File: config.mk
export PLATFORM = sky130hd
export DESIGN_NAME = addressable_led_serial_driver_unit
export DESIGN_NICKNAME = d
export VERILOG_FILES = /design/src/design/aled_pkg.sv /design/src/design/aled_ram.sv /design/src/design/aled_ctrl.sv /design/src/design/aled_dp.sv /design/src/design/addressable_led_serial_driver_unit.sv
export SDC_FILE = /design/constraint.sdc
export NUM_CORES = 2
export LEC_CHECK = 0
export ABC_AREA = 1
export BUFFER_PORTS_ARGS = -buffer_cell sky130_fd_sc_hd__clkbuf_2
export CAP_MARGIN = 20
export CORE_UTILIZATION = 50
export CTS_CLUSTER_DIAMETER = 80
export DETAILED_ROUTE_END_ITERATION = 6
export PLACE_DENSITY = 0.71
export SLEW_MARGIN = 15
export SYNTH_ARGS = -nofsm -noshare
export SYNTH_HDL_FRONTEND = slang
export SYNTH_SLANG_ARGS = --single-unit
File: constraint.sdc
create_clock -name clk -period 5.2 [get_ports clk]
set_clock_uncertainty 0.05 [all_clocks]
set_input_delay 0.78 -clock clk [delete_from_list [all_inputs] [get_ports clk]]
set_output_delay 0.78 -clock clk [all_outputs]
set_load 0.03 [all_outputs]
File: src/design/aled_pkg.sv
package aled_pkg;

  // Line phase, also the controller state.
  typedef enum logic [1:0] {
    PH_IDLE  = 2'd0,
    PH_HIGH  = 2'd1,
    PH_LOW   = 2'd2,
    PH_LATCH = 2'd3
  } phase_t;

  // Item kinds carried on the mode field.
  typedef enum logic [1:0] {
    MODE_WRITE   = 2'd0,
    MODE_REFRESH = 2'd1,
    MODE_TICK    = 2'd2,
    MODE_NONE    = 2'd3
  } mode_t;

  typedef enum logic [1:0] {
    CNT_HOLD = 2'd0,
    CNT_INC  = 2'd1,
    CNT_CLR  = 2'd2
  } cnt_op_t;

  // Configuration register indexes.
  localparam logic [2:0] CFG_ZERO_HIGH = 3'd0;
  localparam logic [2:0] CFG_ZERO_LOW  = 3'd1;
  localparam logic [2:0] CFG_ONE_HIGH  = 3'd2;
  localparam logic [2:0] CFG_ONE_LOW   = 3'd3;
  localparam logic [2:0] CFG_LATCH     = 3'd4;

  localparam int CFG_IDX_W = 3;
  localparam int CFG_W     = 16;
  localparam int CNT_W     = 16;
  localparam int BIT_W     = 8;
  localparam int PIX_W     = 24;

  localparam logic [7:0]  RST_ZERO_HIGH = 8'd20;
  localparam logic [7:0]  RST_ZERO_LOW  = 8'd43;
  localparam logic [7:0]  RST_ONE_HIGH  = 8'd43;
  localparam logic [7:0]  RST_ONE_LOW   = 8'd20;
  localparam logic [15:0] RST_LATCH     = 16'd3300;

  // Byte order within one LED word: green, red, blue.
  localparam logic [1:0] BYTE_GREEN = 2'd0;
  localparam logic [1:0] BYTE_RED   = 2'd1;
  localparam logic [1:0] BYTE_BLUE  = 2'd2;
  localparam logic [2:0] BIT_MSB    = 3'd7;
  localparam logic [2:0] BIT_LSB    = 3'd0;

  typedef struct packed {
    phase_t  phase;
    cnt_op_t cnt_op;
    logic    start;
    logic    bit_adv;
    logic    pix_wr;
    logic    out_load;
    logic    res_level;
    logic    res_busy;
    logic    res_done;
    logic    res_ign;
  } ctrl_cmd_t;

  typedef struct packed {
    logic cnt_hit;
    logic frame_last;
    logic idx_ok;
    logic count_zero;
  } dp_stat_t;

endpackage

File: src/design/aled_ram.sv
module aled_ram #(
  parameter int WIDTH = 24,
  parameter int DEPTH = 64
) (
  input  logic                                        clk,
  input  logic                                        we,
  input  logic [((DEPTH > 1) ? $clog2(DEPTH) : 1)-1:0] waddr,
  input  logic [WIDTH-1:0]                            wdata,
  input  logic [((DEPTH > 1) ? $clog2(DEPTH) : 1)-1:0] raddr,
  output logic [WIDTH-1:0]                            rdata
);

  logic [WIDTH-1:0] mem [DEPTH];

  always_ff @(posedge clk) begin
    if (we) begin
      mem[waddr] <= wdata;
    end
    rdata <= mem[raddr];
  end

endmodule

File: src/design/aled_ctrl.sv
module aled_ctrl (
  input  logic                 clk,
  input  logic                 rst_n,
  input  logic                 accept,
  input  logic [1:0]           in_mode,
  input  aled_pkg::dp_stat_t   stat,
  output aled_pkg::ctrl_cmd_t  cmd
);

  aled_pkg::phase_t phase_r;
  aled_pkg::phase_t phase_nxt;
  aled_pkg::mode_t  mode;
  logic             busy;
  logic             tick;

  assign mode = aled_pkg::mode_t'(in_mode);
  assign busy = (phase_r != aled_pkg::PH_IDLE);
  assign tick = accept && (mode == aled_pkg::MODE_TICK);

  always_ff @(posedge clk) begin
    if (!rst_n) begin
      phase_r <= aled_pkg::PH_IDLE;
    end else begin
      phase_r <= phase_nxt;
    end
  end

  always_comb begin
    phase_nxt = phase_r;
    if (tick) begin
      unique case (phase_r)
        aled_pkg::PH_HIGH: begin
          if (stat.cnt_hit) phase_nxt = aled_pkg::PH_LOW;
        end
        aled_pkg::PH_LOW: begin
          if (stat.cnt_hit) begin
            phase_nxt = stat.frame_last ? aled_pkg::PH_LATCH : aled_pkg::PH_HIGH;
          end
        end
        aled_pkg::PH_LATCH: begin
          if (stat.cnt_hit) phase_nxt = aled_pkg::PH_IDLE;
        end
        default: begin
          phase_nxt = phase_r;
        end
      endcase
    end else if (accept && (mode == aled_pkg::MODE_REFRESH) && !busy) begin
      phase_nxt = stat.count_zero ? aled_pkg::PH_LATCH : aled_pkg::PH_HIGH;
    end
  end

  always_comb begin
    cmd           = '0;
    cmd.phase     = phase_r;
    cmd.cnt_op    = aled_pkg::CNT_HOLD;
    cmd.out_load  = accept;
    cmd.start     = accept && (mode == aled_pkg::MODE_REFRESH) && !busy;
    cmd.pix_wr    = accept && (mode == aled_pkg::MODE_WRITE) && !busy && stat.idx_ok;

    if (tick && busy) begin
      cmd.cnt_op  = stat.cnt_hit ? aled_pkg::CNT_CLR : aled_pkg::CNT_INC;
      cmd.bit_adv = (phase_r == aled_pkg::PH_LOW) && stat.cnt_hit;
    end else if (cmd.start) begin
      cmd.cnt_op  = aled_pkg::CNT_CLR;
    end

    if (tick) begin
      cmd.res_level = (phase_r == aled_pkg::PH_HIGH);
      cmd.res_busy  = busy;
      cmd.res_done  = (phase_r == aled_pkg::PH_LATCH) && stat.cnt_hit;
    end else begin
      cmd.res_level = (phase_nxt == aled_pkg::PH_HIGH);
      cmd.res_busy  = (phase_nxt != aled_pkg::PH_IDLE);
      cmd.res_ign   = ((mode == aled_pkg::MODE_WRITE) && (busy || !stat.idx_ok)) ||
                      ((mode == aled_pkg::MODE_REFRESH) && busy);
    end
  end

endmodule

File: src/design/aled_dp.sv
module aled_dp #(
  parameter int MAX_LEDS = 64
) (
  input  logic                            clk,
  input  logic                            rst_n,
  input  aled_pkg::ctrl_cmd_t             cmd,
  output aled_pkg::dp_stat_t              stat,
  input  logic [6:0]                      in_led_index,
  input  logic [7:0]                      in_red,
  input  logic [7:0]                      in_green,
  input  logic [7:0]                      in_blue,
  input  logic [6:0]                      in_led_count,
  input  logic                            cfg_we,
  input  logic [aled_pkg::CFG_IDX_W-1:0]  cfg_index,
  input  logic [aled_pkg::CFG_W-1:0]      cfg_wdata,
  output logic                            out_valid,
  input  logic                            out_stall,
  output logic                            out_line_level,
  output logic                            out_busy_res,
  output logic                            out_frame_done,
  output logic                            out_ignored
);

  localparam int AW = (MAX_LEDS > 1) ? $clog2(MAX_LEDS) : 1;
  localparam int CW = $clog2(MAX_LEDS + 1);
  localparam int IW = (CW > 7) ? CW : 7;

  logic [7:0]                zh_r, zl_r, oh_r, ol_r;
  logic [15:0]               latch_r;
  logic [aled_pkg::CNT_W-1:0] cnt_r, cnt_nxt, cnt_inc, dur;
  logic [CW-1:0]             led_ptr_r, led_ptr_nxt, led_ptr_inc;
  logic [CW-1:0]             led_cnt_r, led_cnt_nxt;
  logic [1:0]                byte_sel_r, byte_sel_nxt;
  logic [2:0]                bit_pos_r, bit_pos_nxt;
  logic [IW-1:0]             idx_ext, idx_m1, count_ext, count_sat;
  logic [aled_pkg::PIX_W-1:0] rdata;
  logic [7:0]                cur_byte;
  logic                      cur_bit;
  logic                      out_valid_r;
  logic                      level_r, busy_r, done_r, ign_r;

  // Configuration registers.
  always_ff @(posedge clk) begin
    if (!rst_n) begin
      zh_r    <= aled_pkg::RST_ZERO_HIGH;
      zl_r    <= aled_pkg::RST_ZERO_LOW;
      oh_r    <= aled_pkg::RST_ONE_HIGH;
      ol_r    <= aled_pkg::RST_ONE_LOW;
      latch_r <= aled_pkg::RST_LATCH;
    end else if (cfg_we) begin
      unique case (cfg_index)
        aled_pkg::CFG_ZERO_HIGH: zh_r    <= cfg_wdata[7:0];
        aled_pkg::CFG_ZERO_LOW:  zl_r    <= cfg_wdata[7:0];
        aled_pkg::CFG_ONE_HIGH:  oh_r    <= cfg_wdata[7:0];
        aled_pkg::CFG_ONE_LOW:   ol_r    <= cfg_wdata[7:0];
        aled_pkg::CFG_LATCH:     latch_r <= cfg_wdata[15:0];
        default: begin
        end
      endcase
    end
  end

  // Index check and count saturation.
  assign idx_ext   = IW'(in_led_index);
  assign idx_m1    = idx_ext - IW'(1);
  assign count_ext = IW'(in_led_count);
  assign count_sat = (count_ext > IW'(MAX_LEDS)) ? IW'(MAX_LEDS) : count_ext;

  assign stat.idx_ok     = (idx_ext != '0) && (idx_ext <= IW'(MAX_LEDS));
  assign stat.count_zero = (in_led_count == 7'd0);

  // The read address follows the next LED pointer, so the registered read
  // always holds the word of the LED being sent.
  aled_ram #(
    .WIDTH (aled_pkg::PIX_W),
    .DEPTH (MAX_LEDS)
  ) u_pix_ram (
    .clk   (clk),
    .we    (cmd.pix_wr),
    .waddr (idx_m1[AW-1:0]),
    .wdata ({in_green, in_red, in_blue}),
    .raddr (led_ptr_nxt[AW-1:0]),
    .rdata (rdata)
  );

  always_comb begin
    case (byte_sel_r)
      aled_pkg::BYTE_GREEN: cur_byte = rdata[23:16];
      aled_pkg::BYTE_RED:   cur_byte = rdata[15:8];
      default:              cur_byte = rdata[7:0];
    endcase
  end

  assign cur_bit = cur_byte[bit_pos_r];

  always_comb begin
    case (cmd.phase)
      aled_pkg::PH_HIGH: dur = {8'd0, (cur_bit ? oh_r : zh_r)};
      aled_pkg::PH_LOW:  dur = {8'd0, (cur_bit ? ol_r : zl_r)};
      default:           dur = latch_r;
    endcase
  end

  assign cnt_inc      = cnt_r + aled_pkg::CNT_W'(1);
  assign stat.cnt_hit = (cnt_inc >= dur);

  always_comb begin
    case (cmd.cnt_op)
      aled_pkg::CNT_INC: cnt_nxt = cnt_inc;
      aled_pkg::CNT_CLR: cnt_nxt = '0;
      default:           cnt_nxt = cnt_r;
    endcase
  end

  // Bit, byte and LED pointers.
  assign led_ptr_inc     = led_ptr_r + CW'(1);
  assign stat.frame_last = (bit_pos_r == aled_pkg::BIT_LSB) &&
                           (byte_sel_r == aled_pkg::BYTE_BLUE) &&
                           (led_ptr_inc >= led_cnt_r);

  always_comb begin
    led_ptr_nxt  = led_ptr_r;
    led_cnt_nxt  = led_cnt_r;
    byte_sel_nxt = byte_sel_r;
    bit_pos_nxt  = bit_pos_r;
    if (cmd.start) begin
      led_ptr_nxt  = '0;
      led_cnt_nxt  = count_sat[CW-1:0];
      byte_sel_nxt = aled_pkg::BYTE_GREEN;
      bit_pos_nxt  = aled_pkg::BIT_MSB;
    end else if (cmd.bit_adv) begin
      if (bit_pos_r == aled_pkg::BIT_LSB) begin
        bit_pos_nxt = aled_pkg::BIT_MSB;
        if (byte_sel_r == aled_pkg::BYTE_BLUE) begin
          byte_sel_nxt = aled_pkg::BYTE_GREEN;
          led_ptr_nxt  = led_ptr_inc;
        end else begin
          byte_sel_nxt = byte_sel_r + 2'd1;
        end
      end else begin
        bit_pos_nxt = bit_pos_r - 3'd1;
      end
    end
  end

  always_ff @(posedge clk) begin
    if (!rst_n) begin
      cnt_r      <= '0;
      led_ptr_r  <= '0;
      led_cnt_r  <= '0;
      byte_sel_r <= aled_pkg::BYTE_GREEN;
      bit_pos_r  <= aled_pkg::BIT_MSB;
    end else begin
      cnt_r      <= cnt_nxt;
      led_ptr_r  <= led_ptr_nxt;
      led_cnt_r  <= led_cnt_nxt;
      byte_sel_r <= byte_sel_nxt;
      bit_pos_r  <= bit_pos_nxt;
    end
  end

  // Result register.
  always_ff @(posedge clk) begin
    if (!rst_n) begin
      out_valid_r <= 1'b0;
    end else if (cmd.out_load) begin
      out_valid_r <= 1'b1;
    end else if (!out_stall) begin
      out_valid_r <= 1'b0;
    end
  end

  always_ff @(posedge clk) begin
    if (cmd.out_load) begin
      level_r <= cmd.res_level;
      busy_r  <= cmd.res_busy;
      done_r  <= cmd.res_done;
      ign_r   <= cmd.res_ign;
    end
  end

  assign out_valid      = out_valid_r;
  assign out_line_level = level_r;
  assign out_busy_res   = busy_r;
  assign out_frame_done = done_r;
  assign out_ignored    = ign_r;

endmodule

File: src/design/addressable_led_serial_driver_unit.sv
// Channel   Direction  Handshake           Payload
// in_       input      in_valid/in_stall   mode, led_index, red, green, blue, led_count
// out_      output     out_valid/out_stall line_level, busy_res, frame_done, ignored
// cfg_      input      cfg_we              cfg_index, cfg_wdata (five timing registers)
//
// A tick, a pixel write or a refresh is accepted whenever the result register
// is empty or is being emptied in the same cycle.
// The result of an item appears in the cycle after it is accepted.
// Reset is synchronous and active low; the pixel buffer is not cleared.
// A stall on the result side holds the input side only while a result waits.
module addressable_led_serial_driver_unit #(
  parameter int MAX_LEDS = 64
) (
  input  logic                            clk,
  input  logic                            rst_n,

  input  logic                            in_valid,
  output logic                            in_stall,
  input  logic [1:0]                      in_mode,
  input  logic [6:0]                      in_led_index,
  input  logic [7:0]                      in_red,
  input  logic [7:0]                      in_green,
  input  logic [7:0]                      in_blue,
  input  logic [6:0]                      in_led_count,

  output logic                            out_valid,
  input  logic                            out_stall,
  output logic                            out_line_level,
  output logic                            out_busy_res,
  output logic                            out_frame_done,
  output logic                            out_ignored,

  input  logic                            cfg_we,
  input  logic [aled_pkg::CFG_IDX_W-1:0]  cfg_index,
  input  logic [aled_pkg::CFG_W-1:0]      cfg_wdata
);

  aled_pkg::ctrl_cmd_t cmd;
  aled_pkg::dp_stat_t  stat;
  logic                accept;

  // The single result register decouples the two sides: a new item is taken
  // as long as the previous result has left or is leaving now.
  assign in_stall = out_valid && out_stall;
  assign accept   = in_valid && !in_stall;

  // The controller owns the line phase (idle, high, low, latch) and decides,
  // per accepted item, how the counter and pointers move and what result goes
  // out. The datapath holds the timing registers, the cycle counter, the
  // bit, byte and LED pointers, the pixel memory and the result register.
  aled_ctrl u_ctrl (
    .clk     (clk),
    .rst_n   (rst_n),
    .accept  (accept),
    .in_mode (in_mode),
    .stat    (stat),
    .cmd     (cmd)
  );

  // Pixels are stored one LED per word, green in the top byte and blue in
  // the bottom byte, so a pixel write is a single memory write.
  aled_dp #(
    .MAX_LEDS (MAX_LEDS)
  ) u_dp (
    .clk            (clk),
    .rst_n          (rst_n),
    .cmd            (cmd),
    .stat           (stat),
    .in_led_index   (in_led_index),
    .in_red         (in_red),
    .in_green       (in_green),
    .in_blue        (in_blue),
    .in_led_count   (in_led_count),
    .cfg_we         (cfg_we),
    .cfg_index      (cfg_index),
    .cfg_wdata      (cfg_wdata),
    .out_valid      (out_valid),
    .out_stall      (out_stall),
    .out_line_level (out_line_level),
    .out_busy_res   (out_busy_res),
    .out_frame_done (out_frame_done),
    .out_ignored    (out_ignored)
  );

endmodule

==> out/qor.csv <==
stage,metric,value,unit
clock_tree,numCtsBuffers,168,
status,outcome,finished with violations,
setup_path,critPathMaxFanout,17,
setup_path,cp.required,5.85,ns
finish,layout.nets,7514,
floorplanning,fp.dieW,383.9,um
clock_tree,cts_hold_buf,0,
global_route,antenna_found_initial,3,
status,violations,DRC,
global_route,grt_first_pass_wirelength,319.6,mm
setup_path,crit_top_cell,nand2_1,
logic_synthesis,synth.avg_cell_area,10.20,um2
finish,final_common_cell,nand2_1,
timing,hold_viol_final,0,
pwr,p_per_area,314.0,nW/um2
setup_path,worstSetupPathType,flip-flop to flip-flop,
logic_synthesis,synthArstFlopShare,0,
logic_synthesis,syn-instance-count,7153,
global_route,globalRoute.totalOverflow,0,
clock_tree,cts.path.max_buffers,3,
logic_synthesis,syn_nets,7249,
drt,drc,1,
logic_synthesis,synth_ff_type,edfxtp_1,
global_route,grt_max_degree,187,
placed_design,place_congestion,0.9721,
finish,instances_no_fill,9455,
setup_path,max_stage_delay,0.37,ns
floorplanning,die_area,147400,um2
hold_path,hold_class,input port to flip-flop,
drt,drt_first_pass_iters,7,
setup_path,end_kind,flip-flop,
clock_tree,cts_tree,done,
clock_tree,clk_latency,0.82,ns
logic_synthesis,synth_edf_count,1540,
logic_synthesis,ys_seq_elements,1650,
floorplanning,initial_core_util,0.5058,
floorplanning,core-area,144200,um2
flow_run,drv_cap,0,
logic_synthesis,yosys.area.top_type,edfxtp_1,
drt,drt-wirelength-per-cell,23.41,um
clock_tree,cts.clk_slew.worst_paths,0.06,ns
placed_design,portBuffers,69,
placed_design,place_ws,-0.5713,ns
timing,tightest_slew,1.118,ns
setup_path,cp.arrival,5.61,ns
pwr,peakVddDrop,0.0003515,V
drt,num_vias,54908,
timing,setup_viol,0,
timing,fmax,201.6,MHz
placed_design,dp_hpwl,123.1,mm
logic_synthesis,ys_seq_area_frac,0.6643,
clock_tree,clock-root-buffer,clkbuf_16,
drt,ant_nets,0,
clock_tree,numClockSinks,1650,
clock_tree,h-tree-depth,4,
drt,first_iter_violations,7838,
finish,layout-area-overhead-vs-synth,17.53,%
logic_synthesis,yosys_warnings,0,
floorplanning,top_level_ports,70,
timing,slew_viol_final,0,
logic_synthesis,synth_top_cell_area_share,0.6341,
setup_path,cpMaxStageDelayCell,dfxtp_4,
drt,routed_wl,221.4,mm
logic_synthesis,synthTopCellsByArea,"edfxtp_1 (63%), nand3_1 (9.2%), nand2_1 (8.1%)",
logic_synthesis,syn_area,72930,um2
pwr,power_leakage,35.76,nW
global_route,grt_use_total,0.2891,
floorplanning,die_h,383.9,um
setup_path,crit_path_start_kind,flip-flop,
logic_synthesis,synth_cell_types,40,
finish,mostFrequentLayoutCells,"nand2_1 (1,575), edfxtp_1 (1,540), inv_1 (1,284)",
finish,drive_gt1_frac,0.1265,
drt,drt-vias-per-instance,5.807,
placed_design,dp.cells,9096,
timing,slew_headroom,0.2547,
timing,period_share,0.9538,
timing,setup_ws,0.2402,ns
timing,period_minus_slack,4.960,ns
global_route,grt_pass1_vias,51788,
floorplanning,num_rows,139,
pwr,power.total,26.91,mW
==> metal layers <==
metal | wire, um | GRT usage | vias to the layer above
met5 | 0 | 0 | -
met4 | 12360 | 0.1564 | 0
met2 | 100600 | 0.4534 | 3748
met1 | 81490 | 0.3749 | 26030
met3 | 26930 | 0.06378 | 611
li1 | - | - | 24519
==> power breakdown <==
part | internal [mW] | leakage, nW | switching, mW | total [mW]
clock network | 6.73 | 2.57 | 5.11 | 11.8
registers | 14.5 | 14.7 | 0.0141 | 14.5
logic | 0.0829 | 18.4 | 0.454 | 0.537
==> cell usage after synthesis (5+ instances only) <==
cell type	instances
o211ai_1	37
clkbuf_1	230
nor3_1	16
nor2_1	169
dfxtp_1	110
ha_1	32
buf_4	16
inv_1	1287
xnor2_1	5
nand3_1	1334
o21ai_0	100
buf_1	44
nand2_1	1580
edfxtp_1	1540
a21oi_1	47
buf_2	144
xor2_1	18
o22ai_1	6
nand4_1	391
inv_2	10
==> worst max-delay path, delay by kind of cell, from the launching register on <==
family,cells,cell delay (ns)
adder cells (fa/ha/maj),1,0.32
AO/OA/AOI/OAI,4,0.73
flip-flops,1,0.37
AND/OR/NAND/NOR,23,2.09
buffers and inverters,9,1.19
==> sequential cells by signal, indices dropped and copies added (netlist names), 3 cells and up <==
register              count
u_dp.u_pix_ram.mem     1536
u_dp.u_pix_ram.rdata     24
u_dp.cnt_r               16
u_dp.latch_r             16
u_dp.oh_r                 8
u_dp.ol_r                 8
u_dp.zh_r                 8
u_dp.zl_r                 8
u_dp.led_cnt_r            7
u_dp.led_ptr_r            7
u_dp.bit_pos_r            3
==> repair_timing <==
| item | in CTS | in global routing |
|---|---|---|
| pin swaps | 5 | 33 |
| gates cloned | 3 | 24 |
| endpoints found under the setup margin | 24 | 24 |
| resized for setup | 38 | 177 |
| setup buffers | 0 | 27 |
| hold endpoints to repair | 0 | 0 |
==> metrics by stage <==
| step | hold WS (ns) | TNS, ns | cell area [um2] | util |
|---|---|---|---|---|
| finish | 0.1464 | 0 | 85720 | 0.5945 |
| global route | 0.1284 | -0.02255 | 85720 | 0.5945 |
| CTS | 0.08015 | 0 | 84010 | 0.5827 |
| detailed placement | 0.3968 | -7.394 | 78410 | 0.5438 |
| global placement | 0.3886 | -7.638 | 78410 | 0.5438 |
| floorplan | 0.3736 | 0 | 72930 | - |
==> cell type report <==
cell class	instances	area, um2
Antenna cell	1	2.502
Clock buffer	222	4607
Clock inverter	81	719.4
Fill cell	11123	58460
Inverter	1298	4905
Multi-Input combinational cell	3770	18590
Sequential cell	1650	48450
Tap cell	1903	2381
Timing Repair Buffer	529	6050
Timing Repair inverter	1	5.005
==> kinds of logic (layout without fill, tap and decap cells) <==
group	count (synthesis)	after routing	share of synthesized area
other cells	0	1	0
simple gates	3512	3512	0.2190
fa+ha+maj	32	32	0.005490
compound gates	203	203	0.01587
flops	1650	1650	0.6643
buf+inv	1733	2131	0.09259
xor+xnor	23	23	0.002762
==> path summary, 6_finish.rpt <==
check	from	endpoint	slack [ns]	cells after the start
max reg2reg	u_dp.byte_sel_r[0]	u_dp.u_pix_ram.rdata[5]	0.24	37
min reg2reg	u_dp.zl_r[5]	u_dp.zl_r[5]	0.42	2
max	u_dp.byte_sel_r[0]	u_dp.u_pix_ram.rdata[5]	0.24	37
min	cfg_wdata[10]	u_dp.latch_r[10]	0.15	3
(Power assumes the default switching activity.)
